## src/sv/i64div_pkg.sv

```systemverilog
// ----------------------------------------------------------------------------
// i64div_pkg
// Shared widths and types for the 64-bit signed/unsigned divider.
// ----------------------------------------------------------------------------
package i64div_pkg;

    // Width of the arithmetic; fields on the ports stay 64 bits wide
    localparam int DATA_WIDTH  = 64;
    localparam int FIELD_WIDTH = 64;
    localparam int CNT_WIDTH   = $clog2(DATA_WIDTH);

    typedef logic [DATA_WIDTH-1:0] word_t;
    typedef logic [CNT_WIDTH-1:0]  bit_cnt_t;

    // Result of one long-division step
    typedef struct packed {
        word_t rem;
        word_t quo;
    } step_res_t;

endpackage

```

## src/sv/i64div_step.sv

```systemverilog
// ----------------------------------------------------------------------------
// i64div_step
// One restoring long-division step: shift the partial remainder, compare
// against the divisor and subtract when it fits.
// ----------------------------------------------------------------------------
module i64div_step
(
    input  i64div_pkg::word_t     rem,     // partial remainder
    input  i64div_pkg::word_t     quo,     // dividend bits left (MSB next), quotient bits in LSBs
    input  i64div_pkg::word_t     den,     // divisor magnitude
    output i64div_pkg::step_res_t res
);

    localparam int W = i64div_pkg::DATA_WIDTH;

    logic                 carry;
    i64div_pkg::word_t    shifted;
    logic [W:0]           diff;
    logic                 fits;

    // Shift in the next dividend bit, keeping the bit shifted out on top
    assign carry   = rem[W-1];
    assign shifted = {rem[W-2:0], quo[W-1]};

    // Wide subtract; no borrow (or a carried-out bit) means the divisor fits
    assign diff = {carry, shifted} - {1'b0, den};
    assign fits = ~diff[W];

    assign res.rem = fits ? diff[W-1:0] : shifted;
    assign res.quo = {quo[W-2:0], fits};

endmodule

```

## src/sv/int64_divider_top.sv

```systemverilog
// ----------------------------------------------------------------------------
// int64_divider_top
// Radix-2 restoring divider, 64-bit, unsigned or signed, with stream ports.
// ----------------------------------------------------------------------------
// The operand magnitudes load at the transfer edge. Then the shared
// shift/compare/subtract step produces one quotient bit per cycle, and a
// sign fix-up state loads the output register. The input side reopens with
// that load, so the next item is accepted only once the previous result has
// been loaded. A zero divisor skips the iteration and goes straight to the
// fix-up state. The fix-up state stalls while the output register still holds
// a result that has not been taken. The input side is ready only while no
// division is in progress; a finished result waits in the output register
// while the next item is accepted. Signed mode truncates toward zero, the
// remainder takes the dividend's sign, a zero divisor returns quotient 0 and
// remainder equal to the dividend, and the most negative value divided by
// minus one wraps to the most negative value with remainder 0.
// ----------------------------------------------------------------------------
module int64_divider_top
(
    input  logic         clk,
    input  logic         rst_n,

    input  logic         s_axis_tvalid,
    output logic         s_axis_tready,
    input  logic [127:0] s_axis_tdata,   // [63:0] dividend, [127:64] divisor
    input  logic         s_axis_tuser,   // [0] action (1 = signed)

    output logic         m_axis_tvalid,
    input  logic         m_axis_tready,
    output logic [127:0] m_axis_tdata    // [63:0] quotient, [127:64] remainder
);

    localparam int W  = i64div_pkg::DATA_WIDTH;
    localparam int FW = i64div_pkg::FIELD_WIDTH;

    localparam logic [1:0] ST_IDLE = 2'd0;
    localparam logic [1:0] ST_ITER = 2'd1;
    localparam logic [1:0] ST_FIX  = 2'd2;

    localparam i64div_pkg::bit_cnt_t LAST_BIT = i64div_pkg::CNT_WIDTH'(W - 1);

    logic [1:0]             state_reg, state_next;
    i64div_pkg::bit_cnt_t   cnt_reg, cnt_next;
    i64div_pkg::word_t      rem_reg, rem_next;
    i64div_pkg::word_t      quo_reg, quo_next;
    i64div_pkg::word_t      den_reg, den_next;
    logic                   neg_q_reg, neg_q_next;
    logic                   neg_r_reg, neg_r_next;
    logic                   zero_den_reg, zero_den_next;
    logic                   out_valid_reg, out_valid_next;
    logic [2*FW-1:0]        out_data_reg, out_data_next;

    logic                   in_xfer;
    logic                   out_free;
    i64div_pkg::word_t      num_in;
    i64div_pkg::word_t      den_in;
    logic                   neg_num;
    logic                   neg_den;
    i64div_pkg::step_res_t  step_res;
    i64div_pkg::word_t      q_fixed;
    i64div_pkg::word_t      r_fixed;

    // Handshakes
    assign s_axis_tready = (state_reg == ST_IDLE);
    assign in_xfer       = s_axis_tvalid && s_axis_tready;
    assign out_free      = !out_valid_reg || m_axis_tready;
    assign m_axis_tvalid = out_valid_reg;
    assign m_axis_tdata  = out_data_reg;

    // Operand unpack and sign detection
    assign num_in  = s_axis_tdata[W-1:0];
    assign den_in  = s_axis_tdata[FW +: W];
    assign neg_num = s_axis_tuser && num_in[W-1];
    assign neg_den = s_axis_tuser && den_in[W-1];

    // Shared division step
    i64div_step u_step
    (
        .rem (rem_reg),
        .quo (quo_reg),
        .den (den_reg),
        .res (step_res)
    );

    // Sign fix-up of the final quotient and remainder
    assign q_fixed = neg_q_reg ? (W'(0) - quo_reg) : quo_reg;
    assign r_fixed = neg_r_reg ? (W'(0) - rem_reg) : rem_reg;

    // Sequencer
    always_comb
    begin
        state_next     = state_reg;
        cnt_next       = cnt_reg;
        rem_next       = rem_reg;
        quo_next       = quo_reg;
        den_next       = den_reg;
        neg_q_next     = neg_q_reg;
        neg_r_next     = neg_r_reg;
        zero_den_next  = zero_den_reg;
        out_valid_next = out_valid_reg;
        out_data_next  = out_data_reg;

        if (out_valid_reg && m_axis_tready)
        begin
            out_valid_next = 1'b0;
        end

        unique case (state_reg)
            ST_IDLE:
            begin
                if (in_xfer)
                begin
                    cnt_next      = LAST_BIT;
                    zero_den_next = (den_in == '0);
                    if (den_in == '0)
                    begin
                        // Zero divisor: quotient 0, remainder is the raw dividend
                        quo_next   = '0;
                        rem_next   = num_in;
                        neg_q_next = 1'b0;
                        neg_r_next = 1'b0;
                        state_next = ST_FIX;
                    end
                    else
                    begin
                        quo_next   = neg_num ? (W'(0) - num_in) : num_in;
                        den_next   = neg_den ? (W'(0) - den_in) : den_in;
                        rem_next   = '0;
                        neg_q_next = neg_num ^ neg_den;
                        neg_r_next = neg_num;
                        state_next = ST_ITER;
                    end
                end
            end
            ST_ITER:
            begin
                rem_next = step_res.rem;
                quo_next = step_res.quo;
                cnt_next = cnt_reg - 1'b1;
                if (cnt_reg == '0)
                begin
                    state_next = ST_FIX;
                end
            end
            ST_FIX:
            begin
                if (out_free)
                begin
                    out_valid_next = 1'b1;
                    out_data_next  = {FW'(r_fixed), FW'(q_fixed)};
                    state_next     = ST_IDLE;
                end
            end
            default:
            begin
                state_next = ST_IDLE;
            end
        endcase
    end

    // Control registers
    always_ff @(posedge clk or negedge rst_n)
    begin
        if (!rst_n)
        begin
            state_reg     <= ST_IDLE;
            out_valid_reg <= 1'b0;
        end
        else
        begin
            state_reg     <= state_next;
            out_valid_reg <= out_valid_next;
        end
    end

    // Datapath registers
    always_ff @(posedge clk)
    begin
        cnt_reg      <= cnt_next;
        rem_reg      <= rem_next;
        quo_reg      <= quo_next;
        den_reg      <= den_next;
        neg_q_reg    <= neg_q_next;
        neg_r_reg    <= neg_r_next;
        zero_den_reg <= zero_den_next;
        out_data_reg <= out_data_next;
    end

    // Checks
    a_accept_starts: assert property (@(posedge clk) disable iff (!rst_n)
        in_xfer |=> (state_reg == ST_ITER || state_reg == ST_FIX))
        else $error("accepted item did not start a division");

    a_last_bit_fix: assert property (@(posedge clk) disable iff (!rst_n)
        (state_reg == ST_ITER && cnt_reg == '0) |=> (state_reg == ST_FIX))
        else $error("iteration did not end after the last quotient bit");

    a_zero_den_quo: assert property (@(posedge clk) disable iff (!rst_n)
        (state_reg == ST_FIX && zero_den_reg) |-> (quo_reg == '0 && !neg_r_reg))
        else $error("zero divisor result not set up");

    a_valid_from_fix: assert property (@(posedge clk) disable iff (!rst_n)
        $rose(out_valid_reg) |-> ($past(state_reg) == ST_FIX))
        else $error("result valid raised outside fix-up");

endmodule

```

## config.mk

```make
export PLATFORM = sky130hd
export DESIGN_NAME = int64_divider_top
export DESIGN_NICKNAME = d
export VERILOG_FILES = /design/src/sv/i64div_pkg.sv /design/src/sv/i64div_step.sv /design/src/sv/int64_divider_top.sv
export SDC_FILE = /design/constraint.sdc
export NUM_CORES = 1
export LEC_CHECK = 0
export BUFFER_PORTS_ARGS = -buffer_cell sky130_fd_sc_hd__buf_2
export CAP_MARGIN = 20
export CORE_ASPECT_RATIO = 0.6
export CORE_MARGIN = 10
export CORE_UTILIZATION = 45
export DETAILED_ROUTE_END_ITERATION = 8
export PLACE_DENSITY = 0.62
export SLEW_MARGIN = 20
export SYNTH_ARGS = -nofsm -noshare
export SYNTH_HDL_FRONTEND = slang
export SYNTH_SLANG_ARGS = --single-unit
export TNS_END_PERCENT = 1
```

## constraint.sdc

```tcl
create_clock -name clk -period 9.5 [get_ports clk]
set_clock_uncertainty 0.1 [all_clocks]
set_input_delay 0 -clock clk [delete_from_list [all_inputs] [get_ports clk]]
set_output_delay 0 -clock clk [all_outputs]
set_load 0.1 [all_outputs]
```

==> impl_metrics.xml <==
<?xml version="1.0" encoding="UTF-8"?>
<metrics>
  <group name="route">
    <metric name="met2_wirelength" unit="mm">33.6</metric>
    <metric name="drt_iter0_markers" unit="">2202</metric>
    <metric name="first_pass_iters" unit="">5</metric>
    <metric name="detail_route.drc_violations" unit="">0</metric>
    <metric name="drt.antenna.violating_nets" unit="">0</metric>
    <metric name="wl_per_cell" unit="um">22.7</metric>
    <metric name="dr_wl_met3" unit="mm">6.54</metric>
    <metric name="route.layer.met1.wl" unit="mm">31.8</metric>
    <metric name="routed_via_density" unit="">5.88</metric>
    <metric name="maxUsedRoutingLayer" unit="">met4</metric>
    <metric name="drt-total-wl" unit="mm">73.5</metric>
    <metric name="vias" unit="">19000</metric>
  </group>
  <group name="global_route">
    <metric name="grt_pass1_wl" unit="mm">111</metric>
    <metric name="initial_antenna_violation_count" unit="">3</metric>
    <metric name="grt_use_total" unit="%">24.7</metric>
    <metric name="grt_start_max_net_pins" unit="">144</metric>
    <metric name="via_count_of_the_first_global_routing_pass" unit="">18300</metric>
    <metric name="global_route.overflow_total" unit="">0</metric>
  </group>
  <group name="critical_path">
    <metric name="worstSetupStartpointType" unit="">flip-flop</metric>
    <metric name="critPathCaptureType" unit="">flip-flop</metric>
    <metric name="required" unit="ns">9.66</metric>
    <metric name="r2r-start" unit="">quo_reg[63]$_DFFE_PP_</metric>
    <metric name="path_class" unit="">reg2reg</metric>
    <metric name="worst-r2r-cell-count" unit="">15</metric>
    <metric name="regToRegSetupSlack" unit="ns">4.51</metric>
    <metric name="crit_arrival" unit="ns">5.15</metric>
    <metric name="critPathMaxFanout" unit="">78</metric>
    <metric name="timing.rr.end" unit="">rem_reg[44]$_DFFE_PP_</metric>
  </group>
  <group name="synthesis">
    <metric name="syn_inst" unit="">2182</metric>
    <metric name="synth.avg_cell_area" unit="um2">9.89</metric>
    <metric name="postSynthNetCount" unit="">2386</metric>
    <metric name="netlist_top_cells_area" unit="">sky130_fd_sc_hd__edfxtp_1, sky130_fd_sc_hd__xnor2_1, sky130_fd_sc_hd__o21ai_0</metric>
    <metric name="yosysTopAreaCell" unit="">sky130_fd_sc_hd__edfxtp_1</metric>
    <metric name="synth.yosys.warnings" unit="">0</metric>
    <metric name="area_share_of_the_largest_cell_type_after_synthesis" unit="%">45.6</metric>
    <metric name="yosys_most_used_dff" unit="">sky130_fd_sc_hd__edfxtp_1</metric>
    <metric name="ys_seq_elements" unit="">331</metric>
    <metric name="ys_types" unit="">70</metric>
    <metric name="synth_edf_count" unit="">328</metric>
    <metric name="mappedNetlistArea" unit="um2">21600</metric>
    <metric name="synth_sequential_area_ratio" unit="%">46.0</metric>
    <metric name="synth_async_sr_flop_share" unit="%">0.906</metric>
  </group>
  <group name="finish">
    <metric name="fillerInstances" unit="">4234</metric>
    <metric name="utilization" unit="%">55.1</metric>
    <metric name="final_layout_size_suffix_gt1_share" unit="%">14.0</metric>
    <metric name="layout_common_cells" unit="">sky130_fd_sc_hd__edfxtp_1, sky130_fd_sc_hd__buf_2, sky130_fd_sc_hd__xnor2_1</metric>
    <metric name="finalNetCount" unit="">2768</metric>
    <metric name="area_growth" unit="%">21.7</metric>
    <metric name="number_of_flip_flops_in_the_largest_register" unit="">128</metric>
    <metric name="most_common_cell_after_layout_fill_and_taps_aside" unit="">sky130_fd_sc_hd__edfxtp_1</metric>
    <metric name="finish.instance_area" unit="um2">26300</metric>
  </group>
  <group name="timing">
    <metric name="report.final.hold_viol_count" unit="">0</metric>
    <metric name="tns" unit="ns">0</metric>
    <metric name="max_transition_margin" unit="%">31.0</metric>
    <metric name="crit_path_time_final" unit="ns">4.99</metric>
    <metric name="max_freq" unit="MHz">200</metric>
    <metric name="total_of_endpoints_with_negative_setup_slack_in_the_final_report" unit="">0</metric>
    <metric name="finalCritPeriodShare" unit="%">52.6</metric>
    <metric name="rsz0062_at_grt" unit="">no</metric>
    <metric name="hold_ws" unit="ns">0.0352</metric>
    <metric name="timing_max_transition_violations_final" unit="">0</metric>
    <metric name="worst_pin_slew" unit="ns">1.04</metric>
  </group>
  <group name="placed_design">
    <metric name="place_congestion" unit="">0.915</metric>
    <metric name="dp_hpwl" unit="mm">55.5</metric>
    <metric name="post_dp_cell_area" unit="um2">23500</metric>
    <metric name="io_buffers" unit="">262</metric>
  </group>
  <group name="pwr">
    <metric name="irDropWorstVdd" unit="V">0.000201</metric>
    <metric name="power_per_cell_area" unit="nW/um2">275</metric>
    <metric name="finalPower" unit="uW">7210</metric>
    <metric name="power.leakage" unit="uW">0.00979</metric>
  </group>
  <group name="die">
    <metric name="row_count" unit="">62</metric>
    <metric name="floorplan.initialDensity" unit="%">45.3</metric>
    <metric name="die_area" unit="um2">57400</metric>
    <metric name="fp.dieH" unit="um">190</metric>
    <metric name="floorplan.die.width" unit="um">303</metric>
    <metric name="ios" unit="">263</metric>
    <metric name="fp.coreArea" unit="um2">47600</metric>
  </group>
  <group name="hold_path">
    <metric name="worst_hold_path.endpoint" unit="">den_reg[1]$_DFFE_PP_</metric>
    <metric name="timing.hold.worst_path_depth" unit="">3</metric>
    <metric name="hp-start" unit="">s_axis_tdata[65]</metric>
    <metric name="hold_path_class" unit="">in2reg</metric>
  </group>
  <group name="run_status">
    <metric name="outcome" unit="">finished clean</metric>
  </group>
  <group name="clock_network">
    <metric name="cts.root.buffer_cell" unit="">sky130_fd_sc_hd__clkbuf_16</metric>
    <metric name="clock_buffer_count_from_cts" unit="">35</metric>
    <metric name="cts_tree" unit="">done</metric>
    <metric name="htree_levels" unit="">2</metric>
    <metric name="clkSlewWorstSetupHoldPaths" unit="ns">0.07</metric>
    <metric name="clkLatencyLatePin" unit="ns">0.55</metric>
    <metric name="cts-resized-gates" unit="">0</metric>
    <metric name="clock_path_buffers" unit="">3</metric>
    <metric name="cts_sinks" unit="">331</metric>
  </group>
  <group name="run">
    <metric name="number_of_maximum_capacitance_constraint_violations" unit="">0</metric>
  </group>
</metrics>
==> where the power goes <==
part,internal (uW),switching [uW]
Sequential,2210,490
Combinational,1270,1930
Clock,711,602
==> synthesized netlist by cell type (12+ instances only) <==
library cell / count
sky130_fd_sc_hd__edfxtp_1: 328
sky130_fd_sc_hd__xnor2_1: 236
sky130_fd_sc_hd__nand2_1: 212
sky130_fd_sc_hd__o21ai_0: 193
sky130_fd_sc_hd__o31ai_1: 118
sky130_fd_sc_hd__a21oi_1: 117
sky130_fd_sc_hd__nor2_1: 112
sky130_fd_sc_hd__inv_1: 105
sky130_fd_sc_hd__clkbuf_1: 97
sky130_fd_sc_hd__xor2_1: 72
sky130_fd_sc_hd__ha_1: 70
sky130_fd_sc_hd__nor3_1: 58
sky130_fd_sc_hd__or3_1: 46
sky130_fd_sc_hd__nand3_1: 37
sky130_fd_sc_hd__or4_1: 31
sky130_fd_sc_hd__nand4_1: 30
sky130_fd_sc_hd__o41ai_1: 28
sky130_fd_sc_hd__and3_1: 25
sky130_fd_sc_hd__a32oi_1: 24
sky130_fd_sc_hd__nand2b_1: 23
sky130_fd_sc_hd__nor4_1: 20
sky130_fd_sc_hd__a31oi_1: 16
sky130_fd_sc_hd__mux2i_1: 16
sky130_fd_sc_hd__a221o_1: 15
sky130_fd_sc_hd__o21bai_1: 13
sky130_fd_sc_hd__or2_2: 12
==> metal layers <==
metal  vias to the layer above  track usage (%)
met5                         -                0
met4                         0             5.54
met3                       100             5.21
met2                       782             38.9
met1                      9204             34.4
li1                       8924                -
==> per-stage QoR <==
| stage | std cells | worst slack (ns) |
|---|---|---|
| floorplan | 2182 | 2.42 |
| global placement | 2995 | 4.65 |
| detailed placement | 2995 | 4.59 |
| CTS | 3230 | 4.59 |
| global route | 3232 | 4.25 |
| finish | 3234 | 4.51 |
==> worst max-delay path by stage <==
stage / startpoint / slack, ns / endpoint / depth (start not counted)
floorplan: m_axis_tvalid$_DFF_PN0_ / 2.42 / m_axis_tdata[0]$_DFFE_PP_ / 2
global placement: quo_reg[63]$_DFFE_PP_ / 4.65 / rem_reg[8]$_DFFE_PP_ / 15
detailed placement: quo_reg[63]$_DFFE_PP_ / 4.59 / rem_reg[8]$_DFFE_PP_ / 15
CTS: quo_reg[63]$_DFFE_PP_ / 4.59 / rem_reg[55]$_DFFE_PP_ / 15
global route: quo_reg[63]$_DFFE_PP_ / 4.25 / rem_reg[43]$_DFFE_PP_ / 15
finish: quo_reg[63]$_DFFE_PP_ / 4.51 / rem_reg[44]$_DFFE_PP_ / 15
==> what timing repair did <==
item / CTS / global route
endpoints found under the hold margin: 199 / 0
hold buffers: 172 / 0
setup buffers: 0 / 0
==> logic make-up after synthesis <==
| family | synth area share, % |
|---|---|
| xor gates and xnor gates | 12.5 |
| and+or+nand+nor | 15.1 |
| muxes | 0.742 |
| DFF | 46.0 |
| adders and majority gates | 4.15 |
| AOI/OAI and AO/OA | 17.8 |
| buffers and inverters | 3.69 |
==> worst max-delay path, stage by stage (launching register included) <==
cell and delay [ns]:
sky130_fd_sc_hd__edfxtp_1 0.40, sky130_fd_sc_hd__inv_1 0.06, sky130_fd_sc_hd__ha_1 0.23, sky130_fd_sc_hd__fa_1 0.41
sky130_fd_sc_hd__nor2b_1 0.12, sky130_fd_sc_hd__o21ai_0 0.15, sky130_fd_sc_hd__o21ai_0 0.52, sky130_fd_sc_hd__a211oi_1 0.15
sky130_fd_sc_hd__buf_4 0.21, sky130_fd_sc_hd__a21oi_1 0.21, sky130_fd_sc_hd__nor3_1 0.10, sky130_fd_sc_hd__o21ai_0 0.30
sky130_fd_sc_hd__xnor2_2 0.14, sky130_fd_sc_hd__buf_4 0.71, sky130_fd_sc_hd__or2_2 0.64, sky130_fd_sc_hd__o21ai_0 0.21
==> layout make-up <==
class | instances | area (um2) | area share (%)
Inverter | 105 | 394 | 1.50
Clock inverter | 15 | 95.1 | 0.362
Sequential cell | 331 | 9920 | 37.8
Antenna cell | 4 | 10.0 | 0.0381
Tap cell | 640 | 801 | 3.05
Multi-Input combinational cell | 1640 | 10900 | 41.5
Timing Repair Buffer | 451 | 3170 | 12.1
Clock buffer | 48 | 956 | 3.64
Power figures use the tool's default switching activity.
